File: config.mk
export PLATFORM = sky130hd
export DESIGN_NAME = section_address_translator_core_flat
export DESIGN_NICKNAME = d
export VERILOG_FILES = /design/src/sat_pkg.sv /design/src/sat_if.sv /design/src/sat_ram.sv /design/src/sat_match.sv /design/src/section_address_translator_core.sv /design/src/flat_wrapper.sv
export SDC_FILE = /design/constraint.sdc
export NUM_CORES = 2
export LEC_CHECK = 0
export BUFFER_PORTS_ARGS = -buffer_cell sky130_fd_sc_hd__buf_4
export CORE_MARGIN = 1.5
export CORE_UTILIZATION = 60
export CTS_CLUSTER_DIAMETER = 80
export DETAILED_ROUTE_END_ITERATION = 10
export GPL_TIMING_DRIVEN = 0
export MAX_ROUTING_LAYER = met4
export PLACE_DENSITY = 0.86
export SYNTH_ARGS = -nofsm -noshare
export SYNTH_HDL_FRONTEND = slang
export SYNTH_SLANG_ARGS = --single-unit
File: constraint.sdc
create_clock -name clk -period 12.15 [get_ports clk]
set_input_delay 1.215 -clock clk [delete_from_list [all_inputs] [get_ports clk]]
set_output_delay 1.215 -clock clk [all_outputs]
set_load 0.01 [all_outputs]
File: src/sat_pkg.sv
`timescale 1ns / 1ps
// ----------------------------------------------------------------------------
// sat_pkg
// Shared constants, codes and types of the section address translator.
// ----------------------------------------------------------------------------
package sat_pkg;

	localparam int MAX_SECTIONS = 16;
	localparam int IDX_W        = (MAX_SECTIONS > 1) ? $clog2(MAX_SECTIONS) : 1;
	localparam int CNT_W        = $clog2(MAX_SECTIONS + 1);

	localparam int ADDR_W  = 32;
	localparam int FUNC_W  = 2;
	localparam int SLOT_W  = 4;
	localparam int COUNT_W = 5;
	localparam int ENTRY_W = 4 * ADDR_W;

	typedef logic [FUNC_W-1:0] func_t;

	localparam func_t FN_LOAD = 2'd0;
	localparam func_t FN_V2F  = 2'd1;
	localparam func_t FN_F2V  = 2'd2;

	typedef enum logic [1:0] {
		ST_IDLE,
		ST_SCAN,
		ST_DONE
	} state_t;

	// sequencer -> match unit
	typedef struct packed {
		logic             en;
		logic             clr;
		logic             f2v;
		logic             vld;
		logic [IDX_W-1:0] tag;
	} match_ctrl_t;

	// match unit -> sequencer
	typedef struct packed {
		logic             vld;
		logic             hit;
		logic [IDX_W-1:0] tag;
	} match_stat_t;

endpackage

File: src/sat_if.sv
`timescale 1ns / 1ps
// ----------------------------------------------------------------------------
// sat_req_if / sat_rsp_if
// Valid/ready channels for translator requests and responses.
// ----------------------------------------------------------------------------
interface sat_req_if;
	import sat_pkg::*;

	logic                valid;
	logic                ready;
	logic [FUNC_W-1:0]   func;
	logic [SLOT_W-1:0]   entry_index;
	logic [ADDR_W-1:0]   virt_base;
	logic [ADDR_W-1:0]   virt_length;
	logic [ADDR_W-1:0]   raw_base;
	logic [ADDR_W-1:0]   raw_length;
	logic [ADDR_W-1:0]   query_addr;

	modport source (
		output valid, func, entry_index, virt_base, virt_length, raw_base, raw_length,
		       query_addr,
		input  ready
	);
	modport sink (
		input  valid, func, entry_index, virt_base, virt_length, raw_base, raw_length,
		       query_addr,
		output ready
	);
endinterface

interface sat_rsp_if;
	import sat_pkg::*;

	logic                valid;
	logic                ready;
	logic [ADDR_W-1:0]   translated_addr;
	logic [SLOT_W-1:0]   hit_section;
	logic                found;

	modport source (
		output valid, translated_addr, hit_section, found,
		input  ready
	);
	modport sink (
		input  valid, translated_addr, hit_section, found,
		output ready
	);
endinterface

File: src/sat_ram.sv
`timescale 1ns / 1ps
// ----------------------------------------------------------------------------
// sat_ram
// Generic single-write, single-read RAM with registered read data.
// ----------------------------------------------------------------------------
module sat_ram #(
	parameter int WIDTH = 32,
	parameter int DEPTH = 16
) (
	input  logic                                       clk,
	input  logic                                       we,
	input  logic [((DEPTH > 1) ? $clog2(DEPTH) : 1)-1:0] waddr,
	input  logic [WIDTH-1:0]                           wdata,
	input  logic [((DEPTH > 1) ? $clog2(DEPTH) : 1)-1:0] raddr,
	output logic [WIDTH-1:0]                           rdata
);

	logic [WIDTH-1:0] mem_q [DEPTH];

	always_ff @(posedge clk) begin
		if (we) begin
			mem_q[waddr] <= wdata;
		end
		rdata <= mem_q[raddr];
	end

endmodule

File: src/sat_match.sv
`timescale 1ns / 1ps
// ----------------------------------------------------------------------------
// sat_match
// Shared range compare and offset unit, one table entry per cycle while ctrl.en is high.
// ----------------------------------------------------------------------------
module sat_match (
	input  logic                       clk,
	input  logic                       arst_n,
	input  sat_pkg::match_ctrl_t       ctrl,
	input  logic [sat_pkg::ADDR_W-1:0] query,
	input  logic [sat_pkg::ENTRY_W-1:0] entry,
	output sat_pkg::match_stat_t       stat,
	output logic [sat_pkg::ADDR_W-1:0] off_s2,
	output logic [sat_pkg::ADDR_W-1:0] other_s2
);
	import sat_pkg::*;

	logic [ADDR_W-1:0] vb, vl, rb, rl;
	logic [ADDR_W-1:0] base, len, other;
	logic [ADDR_W:0]   diff;
	logic [ADDR_W:0]   sum;
	logic              hit;
	logic              vld_s2, hit_s2;
	logic [IDX_W-1:0]  tag_s2;

	assign vb = entry[4*ADDR_W-1:3*ADDR_W];
	assign vl = entry[3*ADDR_W-1:2*ADDR_W];
	assign rb = entry[2*ADDR_W-1:ADDR_W];
	assign rl = entry[ADDR_W-1:0];

	always_comb begin
		base  = ctrl.f2v ? rb : vb;
		len   = ctrl.f2v ? rl : vl;
		other = ctrl.f2v ? vb : rb;
		diff  = {1'b0, query} - {1'b0, base};
		sum   = {1'b0, base} + {1'b0, len};
		// no borrow: q >= base; no carry: end does not wrap; offset below length
		hit   = !diff[ADDR_W] && !sum[ADDR_W] && (diff[ADDR_W-1:0] < len);
	end

	always_ff @(posedge clk or negedge arst_n) begin
		if (!arst_n) begin
			vld_s2 <= 1'b0;
			hit_s2 <= 1'b0;
		end else if (ctrl.clr) begin
			vld_s2 <= 1'b0;
			hit_s2 <= 1'b0;
		end else if (ctrl.en) begin
			vld_s2 <= ctrl.vld;
			hit_s2 <= ctrl.vld && hit;
		end
	end

	always_ff @(posedge clk) begin
		if (ctrl.en) begin
			tag_s2   <= ctrl.tag;
			off_s2   <= diff[ADDR_W-1:0];
			other_s2 <= other;
		end
	end

	assign stat.vld = vld_s2;
	assign stat.hit = hit_s2;
	assign stat.tag = tag_s2;

endmodule

File: src/section_address_translator_core.sv
`timescale 1ns / 1ps
// ----------------------------------------------------------------------------
// section_address_translator_core
// Section table with forward and reverse offset translation.
// ----------------------------------------------------------------------------
// Usage:
//   req  : valid/ready request channel. func selects load, virtual-to-file or
//          file-to-virtual. A load writes one table slot and gives no response;
//          an unused func code is dropped.
//   rsp  : valid/ready response channel, one transfer per query.
//   cfg  : cfg_we/cfg_wdata set section_count; write only while idle.
// Timing: a load writes its slot at the request transfer. A query walks the
//   table one slot per cycle through the single read port of the section RAM
//   and one shared compare unit, stopping at the first hit or the last slot;
//   a zero count skips the scan. req.ready is high only while the sequencer
//   is idle, so no new request is taken until the query has finished.
// Reset: section_count clears to zero; table contents stay undefined until
//   loaded. rsp.valid clears.
// Stall: the response sits in an output register; the next request is taken
//   while it waits. A finished query waits in its done state until the output
//   register frees.
// ----------------------------------------------------------------------------
module section_address_translator_core (
	input  logic                        clk,
	input  logic                        arst_n,
	sat_req_if.sink                     req,
	sat_rsp_if.source                   rsp,
	input  logic                        cfg_we,
	input  logic [sat_pkg::COUNT_W-1:0] cfg_wdata
);
	import sat_pkg::*;

	state_t              state_q, state_d;
	logic [COUNT_W-1:0]  count_q;
	logic [CNT_W-1:0]    lim_q, lim_d;
	logic [CNT_W-1:0]    cnt_q;
	logic [ADDR_W-1:0]   query_q;
	logic                f2v_q;
	logic                vld_s1;
	logic [IDX_W-1:0]    tag_s1;

	logic                req_xfer, is_query, is_load, resolve, issue, rsp_load;
	logic                ram_we;
	logic [IDX_W-1:0]    waddr, raddr;
	logic [ENTRY_W-1:0]  wdata, rdata;

	match_ctrl_t         mctrl;
	match_stat_t         mstat;
	logic [ADDR_W-1:0]   off_s2, other_s2;

	logic                rsp_vld_q, rsp_found_q;
	logic [ADDR_W-1:0]   rsp_addr_q;
	logic [SLOT_W-1:0]   rsp_slot_q;

	assign req_xfer = req.valid && req.ready;
	assign is_query = (req.func == FN_V2F) || (req.func == FN_F2V);
	assign is_load  = (req.func == FN_LOAD) &&
	                  (32'(req.entry_index) < 32'(MAX_SECTIONS));

	always_comb begin
		if (32'(count_q) > 32'(MAX_SECTIONS)) begin
			lim_d = CNT_W'(MAX_SECTIONS);
		end else begin
			lim_d = CNT_W'(count_q);
		end
	end

	assign raddr   = cnt_q[IDX_W-1:0];
	assign issue   = (state_q == ST_SCAN) && (cnt_q < lim_q);
	assign resolve = (state_q == ST_SCAN) && mstat.vld &&
	                 (mstat.hit || ((CNT_W'(mstat.tag) + CNT_W'(1)) == lim_q));

	// next state
	always_comb begin
		state_d = state_q;
		unique case (state_q)
			ST_IDLE: begin
				if (req_xfer && is_query) begin
					state_d = (lim_d == '0) ? ST_DONE : ST_SCAN;
				end
			end
			ST_SCAN: begin
				if (resolve) begin
					state_d = ST_DONE;
				end
			end
			ST_DONE: begin
				if (!rsp_vld_q || rsp.ready) begin
					state_d = ST_IDLE;
				end
			end
			default: state_d = ST_IDLE;
		endcase
	end

	// outputs
	always_comb begin
		req.ready = 1'b0;
		rsp_load  = 1'b0;
		unique case (state_q)
			ST_IDLE: req.ready = 1'b1;
			ST_SCAN: req.ready = 1'b0;
			ST_DONE: rsp_load  = !rsp_vld_q || rsp.ready;
			default: req.ready = 1'b0;
		endcase
	end

	assign ram_we = req_xfer && is_load;
	assign waddr  = IDX_W'(req.entry_index);
	assign wdata  = {req.virt_base, req.virt_length, req.raw_base, req.raw_length};

	sat_ram #(
		.WIDTH (ENTRY_W),
		.DEPTH (MAX_SECTIONS)
	) u_ram (
		.clk   (clk),
		.we    (ram_we),
		.waddr (waddr),
		.wdata (wdata),
		.raddr (raddr),
		.rdata (rdata)
	);

	assign mctrl.en  = (state_q == ST_SCAN) && !resolve;
	assign mctrl.clr = req_xfer && is_query;
	assign mctrl.f2v = f2v_q;
	assign mctrl.vld = vld_s1;
	assign mctrl.tag = tag_s1;

	sat_match u_match (
		.clk      (clk),
		.arst_n   (arst_n),
		.ctrl     (mctrl),
		.query    (query_q),
		.entry    (rdata),
		.stat     (mstat),
		.off_s2   (off_s2),
		.other_s2 (other_s2)
	);

	always_ff @(posedge clk or negedge arst_n) begin
		if (!arst_n) begin
			state_q   <= ST_IDLE;
			count_q   <= '0;
			cnt_q     <= '0;
			lim_q     <= '0;
			vld_s1    <= 1'b0;
			rsp_vld_q <= 1'b0;
		end else begin
			state_q <= state_d;
			if (cfg_we) begin
				count_q <= cfg_wdata;
			end
			if (req_xfer && is_query) begin
				cnt_q <= '0;
				lim_q <= lim_d;
			end else if (issue) begin
				cnt_q <= cnt_q + CNT_W'(1);
			end
			vld_s1 <= issue;
			if (rsp_load) begin
				rsp_vld_q <= 1'b1;
			end else if (rsp.ready) begin
				rsp_vld_q <= 1'b0;
			end
		end
	end

	always_ff @(posedge clk) begin
		tag_s1 <= raddr;
		if (req_xfer && is_query) begin
			query_q <= req.query_addr;
			f2v_q   <= (req.func == FN_F2V);
		end
		if (rsp_load) begin
			rsp_found_q <= mstat.hit;
			rsp_addr_q  <= mstat.hit ? (other_s2 + off_s2) : '0;
			rsp_slot_q  <= mstat.hit ? SLOT_W'(mstat.tag) : '0;
		end
	end

	assign rsp.valid           = rsp_vld_q;
	assign rsp.translated_addr = rsp_addr_q;
	assign rsp.hit_section     = rsp_slot_q;
	assign rsp.found           = rsp_found_q;

`ifndef SYNTHESIS
	a_miss_zero: assert property (@(posedge clk) disable iff (!arst_n)
		rsp.valid && !rsp.found |-> rsp.translated_addr == '0 && rsp.hit_section == '0)
		else $error("miss response carries nonzero payload");

	a_load_silent: assert property (@(posedge clk) disable iff (!arst_n)
		req.valid && req.ready && req.func == FN_LOAD && !rsp.valid |=> !rsp.valid)
		else $error("load produced a response");

	a_scan_bound: assert property (@(posedge clk) disable iff (!arst_n)
		state_q == ST_SCAN |-> cnt_q <= lim_q)
		else $error("read counter past section limit");

	a_hit_in_range: assert property (@(posedge clk) disable iff (!arst_n)
		state_q == ST_SCAN && mstat.vld && mstat.hit |-> CNT_W'(mstat.tag) < lim_q)
		else $error("hit reported beyond section limit");
`endif

endmodule
File: src/flat_wrapper.sv
// flat-port wrapper written by rule: the top's interface ports become plain ports
module section_address_translator_core_flat import sat_pkg::*;
  (clk, arst_n, cfg_we, cfg_wdata, req_valid, req_func, req_entry_index, req_virt_base, req_virt_length, req_raw_base, req_raw_length, req_query_addr, req_ready, rsp_valid, rsp_translated_addr, rsp_hit_section, rsp_found, rsp_ready);
  sat_req_if req_i ();
  sat_rsp_if rsp_i ();
  input  logic clk;
  input  logic arst_n;
  input  logic cfg_we;
  input  logic [sat_pkg::COUNT_W-1:0] cfg_wdata;
  input wire logic [$bits(req_i.valid)-1:0] req_valid;
  input wire logic [$bits(req_i.func)-1:0] req_func;
  input wire logic [$bits(req_i.entry_index)-1:0] req_entry_index;
  input wire logic [$bits(req_i.virt_base)-1:0] req_virt_base;
  input wire logic [$bits(req_i.virt_length)-1:0] req_virt_length;
  input wire logic [$bits(req_i.raw_base)-1:0] req_raw_base;
  input wire logic [$bits(req_i.raw_length)-1:0] req_raw_length;
  input wire logic [$bits(req_i.query_addr)-1:0] req_query_addr;
  output wire logic [$bits(req_i.ready)-1:0] req_ready;
  output wire logic [$bits(rsp_i.valid)-1:0] rsp_valid;
  output wire logic [$bits(rsp_i.translated_addr)-1:0] rsp_translated_addr;
  output wire logic [$bits(rsp_i.hit_section)-1:0] rsp_hit_section;
  output wire logic [$bits(rsp_i.found)-1:0] rsp_found;
  input wire logic [$bits(rsp_i.ready)-1:0] rsp_ready;
  assign req_i.valid = req_valid;
  assign req_i.func = req_func;
  assign req_i.entry_index = req_entry_index;
  assign req_i.virt_base = req_virt_base;
  assign req_i.virt_length = req_virt_length;
  assign req_i.raw_base = req_raw_base;
  assign req_i.raw_length = req_raw_length;
  assign req_i.query_addr = req_query_addr;
  assign req_ready = req_i.ready;
  assign rsp_valid = rsp_i.valid;
  assign rsp_translated_addr = rsp_i.translated_addr;
  assign rsp_hit_section = rsp_i.hit_section;
  assign rsp_found = rsp_i.found;
  assign rsp_i.ready = rsp_ready;
  section_address_translator_core u_core (.clk(clk), .arst_n(arst_n), .req(req_i), .rsp(rsp_i), .cfg_we(cfg_we), .cfg_wdata(cfg_wdata));
endmodule
==> results.py <==
metrics = {
    "outcome": {
        "status": "finished, violations left",
        "violations": "max-capacitance violations, max-slew violations",
    },
    "placed_design": {
        "dp_cells": 6470,
        "port_buffers": 214,
        "post-place-ws_ps": 4950,
        "place.gp.congestion": 0.946,
        "placedInstanceArea_um2": 97600,
        "dp_hpwl_um": 161000,
    },
    "grt": {
        "gr-total-overflow": 0,
        "grt_antenna_before_repair": 44,
        "grt_usage": 0.369,
        "grt_max_degree": 41,
        "grt_pass1_vias": 49100,
        "grt_pass1_wl_um": 376000,
    },
    "die": {
        "start_util": 0.604,
        "dieHeight_um": 392,
        "dieWidth_um": 392,
        "io_pins": 215,
        "die_area_um2": 153000,
        "placementRows": 142,
        "design.core.area_um2": 150000,
    },
    "detailed_routing": {
        "dr_total_vias": 49600,
        "dr.first_iter.drc_count": 8772,
        "wl_per_cell_um": 39.7,
        "first_pass_iters": 9,
        "drt-total-wl_um": 274000,
        "antenna_left": 0,
        "remaining_drc_errors": 0,
        "viasPerCell": 7.17,
    },
    "critical_path": {
        "critPathCaptureType": "register",
        "criticalPathCategory": "register to register",
        "cp_common_cell": "clkbuf_1",
        "start_kind": "register",
        "slowest_delay_ps": 960,
        "path_max_fanout": 10,
        "cp_slowest_cell": "a2111oi_0",
        "arrival_ps": 8520,
        "rr_worst_depth": 21,
        "crit_path_cell_trace": "clkbuf_1 -> clkbuf_1 -> clkbuf_1 -> mux2i_1 -> inv_1 -> fa_1 -> nor2b_1 -> o211a_1 -> o211ai_2 -> a311o_1 -> nand3_1 -> a21bo_2 -> mux2i_1 -> a2111oi_0 -> ha_1 -> nand2_1 -> o22ai_1 -> nor3_1 -> nand4_1 -> or3_1 -> o32ai_2",
        "cp.required_ps": 12930,
    },
    "finish": {
        "utilization": 0.699,
        "fillers": 8139,
        "area_delta_synth_final_pct": 15.7,
        "final_area_um2": 105000,
        "layout.cells.most_common": "edfxtp_1",
        "drive_gt1_frac": 0.292,
        "multi_input_area_um2": 20900,
        "final_cell_mix": "edfxtp_1 (2186), mux4_2 (640), clkbuf_16 (222)",
        "fin_nets": 4981,
        "final-seq-area_um2": 68800,
        "fin_cells": 6919,
    },
    "synthesis": {
        "ys_seq_elements": 2339,
        "synth_edf_count": 2186,
        "syn-num-nets": 4390,
        "synthMuxAreaShare": 0.171,
        "synthArstFlopShare": 0.00898,
        "ys.flop_type": "edfxtp_1",
        "syn_inst": 4079,
        "syn_area_per_cell_um2": 22.2,
        "synth_area_leaders": "edfxtp_1 (72%), mux4_2 (16%), dfxtp_1 (2.9%)",
        "synth.top_cell.area_share": 0.724,
        "synth-simple-area-share": 0.0159,
        "synthXorXnorAreaFrac": 0.00503,
        "ys_warn_count": 0,
        "netlist-cell-type-count": 68,
        "synth_area_um2": 90600,
        "synth_top_area_cell": "edfxtp_1",
        "ys_seq_area_frac": 0.759,
        "synthAdderAreaFrac": 0.0188,
        "synth_compound_area_frac": 0.0187,
        "synth_top_family_by_area": "multiplexers",
    },
    "clock_tree": {
        "cts_root_buf": "clkbuf_16",
        "cts_tree": "built",
        "holdBufCountCts": 0,
        "h-tree-depth": 4,
        "cts_sinks": 2339,
        "cts_made_buffers": 214,
        "cts_resized": 0,
        "clkTransAtPathRegs_ps": 70,
        "clk_path_buf_depth": 3,
        "clock_latency_ps": 870,
        "post_cts_buffers": 0,
    },
    "timing": {
        "final_hold_viol_count": 0,
        "fmaxAchievable_ghz": 0.129,
        "slew_headroom": -0.0809,
        "setup_tns_ps": 0,
        "finalHoldWorstSlack_ps": 222,
        "final_max_slew_viol_count": 23,
        "post-route-period-util": 0.638,
        "skew_ps": 39.4,
        "setup_viol": 0,
        "setup_ws_ps": 4400,
        "worstMarginPinSlew_ps": 1620,
        "final.min_clock_period_ps": 7750,
        "rsz0062_at_grt": "false",
    },
    "power_and_ir_drop": {
        "p_total_mw": 24.0,
        "leakagePower_nw": 34.2,
        "p_per_area_nw_per_um2": 229,
        "ir_drop_mv": 0.197,
    },
    "flow_run": {
        "maxCapViolCount": 2,
    },
    "hold_path": {
        "hp-class": "primary input to async pin",
    },
}
## flip-flops by register name (all words and copies together), names as in the netlist, 4 cells and up
register	cells
u_core.rsp.translated_addr	32
u_core.u_match.tag_s2	4
u_core.u_match.off_s2	32
u_core.u_ram.mem_q	2048
u_core.rsp.hit_section	4
u_core.count_q	5
u_core.cnt_q	5
u_core.u_ram.rdata	128
u_core.lim_q	5
u_core.query_q	32
u_core.u_match.other_s2	32
u_core.tag_s1	4
## logic make-up after synthesis
| kind of cell | after synthesis |
|---|---|
| adder cells (fa/ha/maj) | 135 |
| multiplexers | 745 |
| flip-flops | 2339 |
| AND/OR/NAND/NOR | 283 |
| AO/OA/AOI/OAI | 260 |
| buffers and inverters | 265 |
| XOR/XNOR | 52 |
## worst max-delay path, delay by kind of cell (launching register included)
kind	cells	cell delay (ps)
flops	1	360
compound gates	7	2350
simple gates	6	1210
buf+inv	4	2320
fa+ha+maj	2	860
mux	2	510
## synth_stat cells, types with 6 or more instances
library cell and instances:
ha_1 133, mux2i_1 67, nand3_1 30, nor3_1 23
buf_2 7, a211oi_1 9, nand4_1 22, a31oi_1 9
xor2_1 17, and3b_1 6, a21o_1 35, and3_1 9
dfrtp_1 21, o21ai_0 47, o21bai_1 16, clkbuf_1 110
mux4_2 640, o21a_1 11, and2_1 22, a21oi_1 83
nor2b_1 9, xnor2_1 35, or3_1 7, edfxtp_1 2186
inv_1 97, o211ai_1 6, nand2_1 49, nor2_1 72
buf_1 50, nand2b_1 12, dfxtp_1 132, mux2_2 38
## layout make-up
cell class                      count  area share
Sequential cell                  2339       0.656
Multi-Input combinational cell   1475       0.200
Clock buffer                      302      0.0579
Timing Repair Buffer              375      0.0412
Tap cell                         2016      0.0241
Clock inverter                    103      0.0102
Buffer                            167     0.00615
Inverter                           98     0.00351
Antenna cell                       44     0.00105
## path summary, 6_finish.rpt
kind / from / end / slack, ps
max in group asynchronous: arst_n / u_core.count_q[3] / 11690
min reg2reg: u_core.tag_s1[2] / u_core.u_match.tag_s2[2] / 410
max: u_core.f2v_q / u_core.u_match.hit_s2 / 4400
max reg2reg: u_core.f2v_q / u_core.u_match.hit_s2 / 4400
min: arst_n / u_core.lim_q[2] / 220
min in group clk: u_core.tag_s1[2] / u_core.u_match.tag_s2[2] / 410
## power breakdown
part	leakage (nW)	switching [mW]	internal (mW)
logic	9.62	4.20	3.00
clock network	3.50	3.06	3.91
registers	21.1	0.425	9.38
total	34.2	7.69	16.3
## per-layer routing
layer	track usage	vias to the layer above	share of wire
met4	0.237	0	0.078
met5	-	-	0
met2	0.556	5017	0.47
met1	0.454	25200	0.32
met3	0.0879	999	0.13
li1	-	18400	-
Note: power is estimated with default switching activity, not from simulation.
